## src/rtl/core/closest_point_per_reference_select_top_macros.svh

```systemverilog
// ----------------------------------------------------------------------------
// Assertion macros for the closest point per reference selector
// Concurrent checks. Defining ASSERT_OFF compiles them out.
// ----------------------------------------------------------------------------
`ifndef CLOSEST_POINT_PER_REFERENCE_SELECT_TOP_MACROS_SVH
`define CLOSEST_POINT_PER_REFERENCE_SELECT_TOP_MACROS_SVH

`ifndef ASSERT_OFF

// property holds at every clock edge outside reset
`define CPS_ASSERT(lbl, clk, rst, prop) \
   lbl: assert property (@(posedge clk) disable iff (rst) (prop)) \
      else $error("assertion failed");

// consequent holds in the cycle after the antecedent
`define CPS_ASSERT_NEXT(lbl, clk, rst, ante, cons) \
   lbl: assert property (@(posedge clk) disable iff (rst) (ante) |=> (cons)) \
      else $error("assertion failed");

`else

`define CPS_ASSERT(lbl, clk, rst, prop)
`define CPS_ASSERT_NEXT(lbl, clk, rst, ante, cons)

`endif

`endif

```

## src/rtl/core/cprs_pkg.sv

```systemverilog
`timescale 1ns / 1ps
// ----------------------------------------------------------------------------
// cprs_pkg
// Shared constants, codes and controller/datapath interface types.
// ----------------------------------------------------------------------------
package cprs_pkg;

   localparam int MAX_REFS   = 256;
   localparam int COORD_BITS = 24;

   localparam int ADDR_BITS = (MAX_REFS > 1) ? $clog2(MAX_REFS) : 1;
   localparam int CNT_BITS  = $clog2(MAX_REFS + 1);

   // request / response field widths
   localparam int CMD_W    = 3;
   localparam int SLOT_W   = 8;
   localparam int POS_W    = 24;
   localparam int INDEX_W  = 32;
   localparam int STATUS_W = 2;
   localparam int COUNT_W  = 9;

   // csr
   localparam int SEP_W      = 24;
   localparam int TRACK_W    = 9;
   localparam int CSR_IDX_W  = 1;
   localparam int CSR_DATA_W = 24;

   // distance arithmetic
   localparam int DIST_BITS   = 49;
   localparam int SQ_BITS     = 2 * COORD_BITS;
   localparam int SUM_BITS    = SQ_BITS + 1;
   localparam int THRESH_BITS = 2 * SEP_W;
   localparam int CMP_BITS    = (SUM_BITS > DIST_BITS) ? SUM_BITS : DIST_BITS;

   localparam logic [CMD_W-1:0] CMD_LOAD    = CMD_W'(0);
   localparam logic [CMD_W-1:0] CMD_POINT   = CMD_W'(1);
   localparam logic [CMD_W-1:0] CMD_READ    = CMD_W'(2);
   localparam logic [CMD_W-1:0] CMD_QUERY   = CMD_W'(3);
   localparam logic [CMD_W-1:0] CMD_RESTART = CMD_W'(4);

   localparam logic [CSR_IDX_W-1:0] CSR_MIN_SEP     = CSR_IDX_W'(0);
   localparam logic [CSR_IDX_W-1:0] CSR_TRACK_COUNT = CSR_IDX_W'(1);

   typedef enum logic [STATUS_W-1:0] {
      STATUS_DONE,
      STATUS_SLOT_RANGE,
      STATUS_SATURATED
   } status_type;

   typedef enum logic [2:0] {
      ST_IDLE,
      ST_DISPATCH,
      ST_SWEEP,
      ST_QUERY,
      ST_READ,
      ST_DRAIN,
      ST_DONE
   } state_type;

   typedef struct packed {
      logic                 capture;
      logic                 issue;
      logic [ADDR_BITS-1:0] issue_addr;
      logic                 read_slot;
      logic                 finish;
   } ctrl_cmd_type;

   typedef struct packed {
      logic [CMD_W-1:0]    cmd;
      logic                slot_oor;
      logic                saturated;
      logic [CNT_BITS-1:0] used_count;
      logic                pipe_busy;
      logic                out_free;
   } dp_status_type;

endpackage

```

## src/rtl/core/cprs_ctrl.sv

```systemverilog
`timescale 1ns / 1ps
// ----------------------------------------------------------------------------
// cprs_ctrl
// Request sequencer: dispatches each request and walks the slot index.
// ----------------------------------------------------------------------------
module cprs_ctrl (
   input  logic                    clock,
   input  logic                    reset,
   input  logic                    req_valid,
   output logic                    req_stall,
   input  cprs_pkg::dp_status_type dp_status,
   output cprs_pkg::ctrl_cmd_type  ctrl_cmd
);
   import cprs_pkg::*;

   state_type           state_ff, state_in;
   logic [CNT_BITS-1:0] idx_ff, idx_in;
   logic                last_track;
   logic                last_query;

   assign last_track = (idx_ff == (dp_status.used_count - CNT_BITS'(1)));
   assign last_query = (idx_ff == CNT_BITS'(MAX_REFS - 1));

   always_comb begin
      state_in = state_ff;
      unique case (state_ff)
         ST_IDLE: begin
            if (req_valid) begin
               state_in = ST_DISPATCH;
            end
         end
         ST_DISPATCH: begin
            unique case (dp_status.cmd)
               CMD_POINT: begin
                  if (dp_status.saturated || (dp_status.used_count == '0)) begin
                     state_in = ST_DONE;
                  end else begin
                     state_in = ST_SWEEP;
                  end
               end
               CMD_QUERY: state_in = ST_QUERY;
               CMD_READ: begin
                  state_in = dp_status.slot_oor ? ST_DONE : ST_READ;
               end
               default: state_in = ST_DONE;
            endcase
         end
         ST_SWEEP: begin
            if (last_track) begin
               state_in = ST_DRAIN;
            end
         end
         ST_QUERY: begin
            if (last_query) begin
               state_in = ST_DRAIN;
            end
         end
         ST_READ:  state_in = ST_DONE;
         ST_DRAIN: begin
            if (!dp_status.pipe_busy) begin
               state_in = ST_DONE;
            end
         end
         ST_DONE: begin
            if (dp_status.out_free) begin
               state_in = ST_IDLE;
            end
         end
         default: state_in = ST_IDLE;
      endcase
   end

   always_comb begin
      idx_in = idx_ff;
      unique case (state_ff)
         ST_DISPATCH:       idx_in = '0;
         ST_SWEEP, ST_QUERY: idx_in = idx_ff + CNT_BITS'(1);
         default:           idx_in = idx_ff;
      endcase
   end

   always_comb begin
      req_stall           = (state_ff != ST_IDLE);
      ctrl_cmd.capture    = (state_ff == ST_IDLE) && req_valid;
      ctrl_cmd.issue      = (state_ff == ST_SWEEP) || (state_ff == ST_QUERY);
      ctrl_cmd.issue_addr = idx_ff[ADDR_BITS-1:0];
      ctrl_cmd.read_slot  = (state_ff == ST_READ);
      ctrl_cmd.finish     = (state_ff == ST_DONE) && dp_status.out_free;
   end

   always_ff @(posedge clock) begin
      if (reset) begin
         state_ff <= ST_IDLE;
         idx_ff   <= '0;
      end else begin
         state_ff <= state_in;
         idx_ff   <= idx_in;
      end
   end

endmodule

```

## config.mk

```make
export PLATFORM = sky130hd
export DESIGN_NAME = cprs_ctrl
export DESIGN_NICKNAME = d
export VERILOG_FILES = /design/src/rtl/core/closest_point_per_reference_select_top_macros.svh /design/src/rtl/core/cprs_pkg.sv /design/src/rtl/core/cprs_ctrl.sv
export SDC_FILE = /design/constraint.sdc
export NUM_CORES = 1
export LEC_CHECK = 0
export ABC_AREA = 1
export BUFFER_PORTS_ARGS = -buffer_cell sky130_fd_sc_hd__buf_2
export CORE_MARGIN = 3
export CORE_UTILIZATION = 56
export CTS_CLUSTER_SIZE = 30
export DETAILED_ROUTE_END_ITERATION = 8
export PLACE_DENSITY_LB_ADDON = 0.08
export SLEW_MARGIN = 25
export SYNTH_ARGS = -nofsm -noshare
export SYNTH_HDL_FRONTEND = slang
export SYNTH_SLANG_ARGS = --single-unit
```

## constraint.sdc

```tcl
create_clock -name clock -period 4.9 [get_ports clock]
set_input_delay 0.49 -clock clock [delete_from_list [all_inputs] [get_ports clock]]
set_output_delay 0.49 -clock clock [all_outputs]
set_load 0.005 [all_outputs]
```

==> key figures <==
Clock tree
  • Root Buffer: clkbuf_4
  • CTS buffer count: 3
  • Clock sinks: 12
  • Clock-pin slew on the worst setup and hold paths: 0.08 ns
  • CTS tree: done
  • Post-CTS sizing: 0
  • Htree depth: 1
  • Clock Tree Buf Depth: 2
  • Cts hold-fix bufs: 0
  • Clk Latency, worst-skew pair: 0.28 ns
  • Post-CTS Setup Repair Bufs: 0

Floorplanning
  • Row cnt: 15
  • Starting Density: 0.632
  • Die area: 0.00268 mm²
  • Core area: 0.00186 mm²
  • Die height: 51.8 µm
  • Die X: 51.8 µm
  • IO Count: 32

Synth
  • Combinational family with the most area after synthesis: simple AND/OR/NAND/NOR gates
  • Post-synthesis mux area share: 0
  • FF+latch count, synth: 12
  • Post-Syn Area per Cell: 5.93 µm²
  • Largest area contributor in the netlist: dfxtp_1
  • Netlist cell types: 27
  • Number of synthesized flops with an enable pin: 0
  • Synth Cell Area: 0.00117 mm²
  • Ys async rst share: 0
  • Post-Synth Simple-Gate Area: 0.421
  • Synth Net Count: 220
  • Cells after Synth: 198
  • Most frequent cells after synthesis: nand2_1, inv_1, nor2_1
  • Post-Synth Adder-Cell Area: 0.0319
  • Predominant post-synthesis flop cell: dfxtp_1
  • Top-area cell type share of the netlist area: 0.204
  • Top cells by area, synth: dfxtp_1, nand2_1, inv_1
  • XOR/XNOR Fraction of Synth Area: 0.0373
  • Compound-Gate Fraction of Synth Area: 0.138
  • Cell with the most instances after synthesis: nand2_1
  • Seq/Total Area, Yosys: 0.204
  • Yosys Warn Count: 0

Timing
  • Pins Over Slew Limit: 0
  • Rel. slew slack: 0.688
  • Crit share post-route: 0.399
  • Unrepaired setup endpoints after global routing: no
  • Final setup viols: 0
  • Final Skew: 0.000748 ns
  • Fin crit period: 1.96 ns
  • Final WS setup: 2.94 ns
  • Fin. Hold Viols: 0
  • Setup TNS: 0 ns
  • Slew @ Worst Pin: 0.468 ns
  • Max Fclk: 511 MHz

Min path
  • Hold Path Sink: state_ff[2]$_SDFFE_PP0P_
  • Hold Path Depth: 2
  • Min-delay src: reset
  • Min-Delay Path Class: primary input to flop

Layout
  • Non-Filler Instances: 247
  • Fillers: 157
  • Area grow syn2layout: 12.5%
  • Layout Nets: 245
  • Share of cells above drive strength 1: 0.257
  • Antenna Cells: 0
  • Area of the multi-input gates: 738 µm²
  • Finished Cell Area: 0.00132 mm²
  • Register area: 240 µm²

Global routing
  • Pin count of the biggest net entering global routing: 13
  • Met3 usage: 0.0544
  • Met1 track demand over resource: 0.285
  • Grt peak-use layer: met2
  • Total gr overflow: 0
  • Antenna violations before repair: 0
  • Met2 usage: 0.386
  • GRT Util Overall: 0.224
  • First-pass GRT wire length: 4630 µm
  • Vias in the first global route: 1119

Placement
  • Detail Placement HPWL: 2220 µm
  • RePlAce Congestion: 0.884
  • Buffers on Ports: 31
  • Place WS: 2.88 ns
  • Cells after DPL: 243
  • Placed cell area: 0.00128 mm²

Critical path
  • Slowest cell delay on critical path: 0.45 ns
  • Worst R2R Path Depth: 10
  • Crit path buf inv count: 2
  • Crit path cell chain: inv_1, nor2_2, buf_2
  • Startpoint Class: flop
  • CP max-delay cell: dfxtp_1
  • Critical path type: flop to primary output
  • CP max FO: 12
  • Critical Path AT: 1.47 ns
  • Reg-to-reg endpoint: state_ff[0]$_SDFFE_PP0P_
  • CP delay by family, top: flip-flops
  • Worst R2R Start: idx_ff[0]$_SDFFE_PP0P_
  • CP endpoint kind: primary output
  • Reg2reg setup slack: 3.00 ns
  • WP data required: 4.41 ns

Routing
  • DRT Pass-1 Iters: 4
  • Antenna Nets Post-Route: 0
  • Wirelength per Cell: 11.0 µm
  • Vias/cell: 5.17
  • Routed WL: 2720 µm
  • Via count: 1278
  • Post-route DRC: 0
  • Starting DRC count in detailed routing: 30

Pwr
  • Peak VDD IR: 0.328 mV
  • P_sw: 0.195 mW
  • Power density over the cells: 328 mW/mm²
  • Flop pwr share: 0.313
  • Sw frac: 0.450
  • LEAKAGE: 0.646 nW
  • Tot Pwr: 0.434 mW
  • Int Power: 0.238 mW
  • Clk network pwr share: 0.189
  • Comb power frac: 0.498

Run status
  • Outcome: finished clean

Job
  • Max-Cap Viols: 0
## flip-flops by register name, summed over array words and instances, names as in the netlist
| register | flops |
|---|---|
| state_ff | 3 |
| idx_ff | 9 |
## stage by stage
stage,utilization,hold WS [ns]
final,0.711,0.499
after CTS,0.711,0.493
after floorplan,-,0.453
after detailed placement,0.692,0.480
after global routing,0.711,0.509
after global placement,0.692,0.474
## power by group through the flow
stage               sequential (mW)  combinational (mW)  clock [mW]
floorplan                     0.132               0.164           0
CTS                           0.135               0.216      0.0827
global placement              0.137               0.209           0
detailed placement            0.138               0.214           0
finish                        0.136               0.216      0.0820
global route                  0.138               0.243      0.0873
## layout by cell type, fill, tap and decap left out, drive strengths merged
| cell | Yosys | final |
|---|---|---|
| a221oi | 4 | 4 |
| dfxtp | 12 | 12 |
| xor2 | 2 | 2 |
| clkbuf | 0 | 4 |
| o221a | 1 | 1 |
| a211oi | 1 | 1 |
| nand3 | 20 | 20 |
| a21oi | 11 | 11 |
| o21ai | 10 | 10 |
| nor2 | 30 | 30 |
| nand3b | 2 | 2 |
| nor4 | 1 | 1 |
| nor3 | 3 | 3 |
| nand2 | 52 | 52 |
| inv | 32 | 32 |
| xnor2 | 3 | 3 |
| buf | 11 | 31 |
| ha | 3 | 3 |
## worst reg2reg max path: cells and delay by family, from the launching register on
kind,cells,cell delay [ns]
and+or+nand+nor,7,0.75
AOI/OAI and AO/OA,1,0.26
adders and majority gates,2,0.37
DFF,1,0.43
## per-layer routing
metal  vias up  wire (µm)
li1        677          -
met5         -          0
met1       560       1240
met3         2        173
met4         0         12
met2        39       1290
## cell families (layout without fill, tap and decap cells)
family	Yosys count	in the layout
buffers and inverters	43	67
AOI/OAI and AO/OA	27	27
DFF	12	12
xor gates and xnor gates	5	5
and+or+nand+nor	108	108
adders and majority gates	3	3
## cell type report
| type | instances | area share |
|---|---|---|
| inverter | 32 | 0.0909 |
| clock buffer | 4 | 0.0275 |
| timing repair buffer | 31 | 0.117 |
| multi-input combinational | 143 | 0.559 |
| sequential | 12 | 0.182 |
| tap | 25 | 0.0237 |
## worst max-delay path by stage
stage                                        start                        to  slack, ns  cells after the start
after floorplan                       dp_status[2]  state_ff[0]$_SDFFE_PP0P_       3.16                     13
after detailed placement              dp_status[2]  state_ff[0]$_SDFFE_PP0P_       2.88                     14
final                     state_ff[1]$_SDFFE_PP0P_              ctrl_cmd[10]       2.94                      3
after global routing        idx_ff[0]$_SDFFE_PP0P_  state_ff[0]$_SDFFE_PP0P_       2.83                     10
after CTS                 state_ff[1]$_SDFFE_PP0P_              ctrl_cmd[10]       2.95                      3
after global placement                dp_status[2]  state_ff[0]$_SDFFE_PP0P_       2.98                     14
Note: power is estimated with default switching activity, not from simulation.
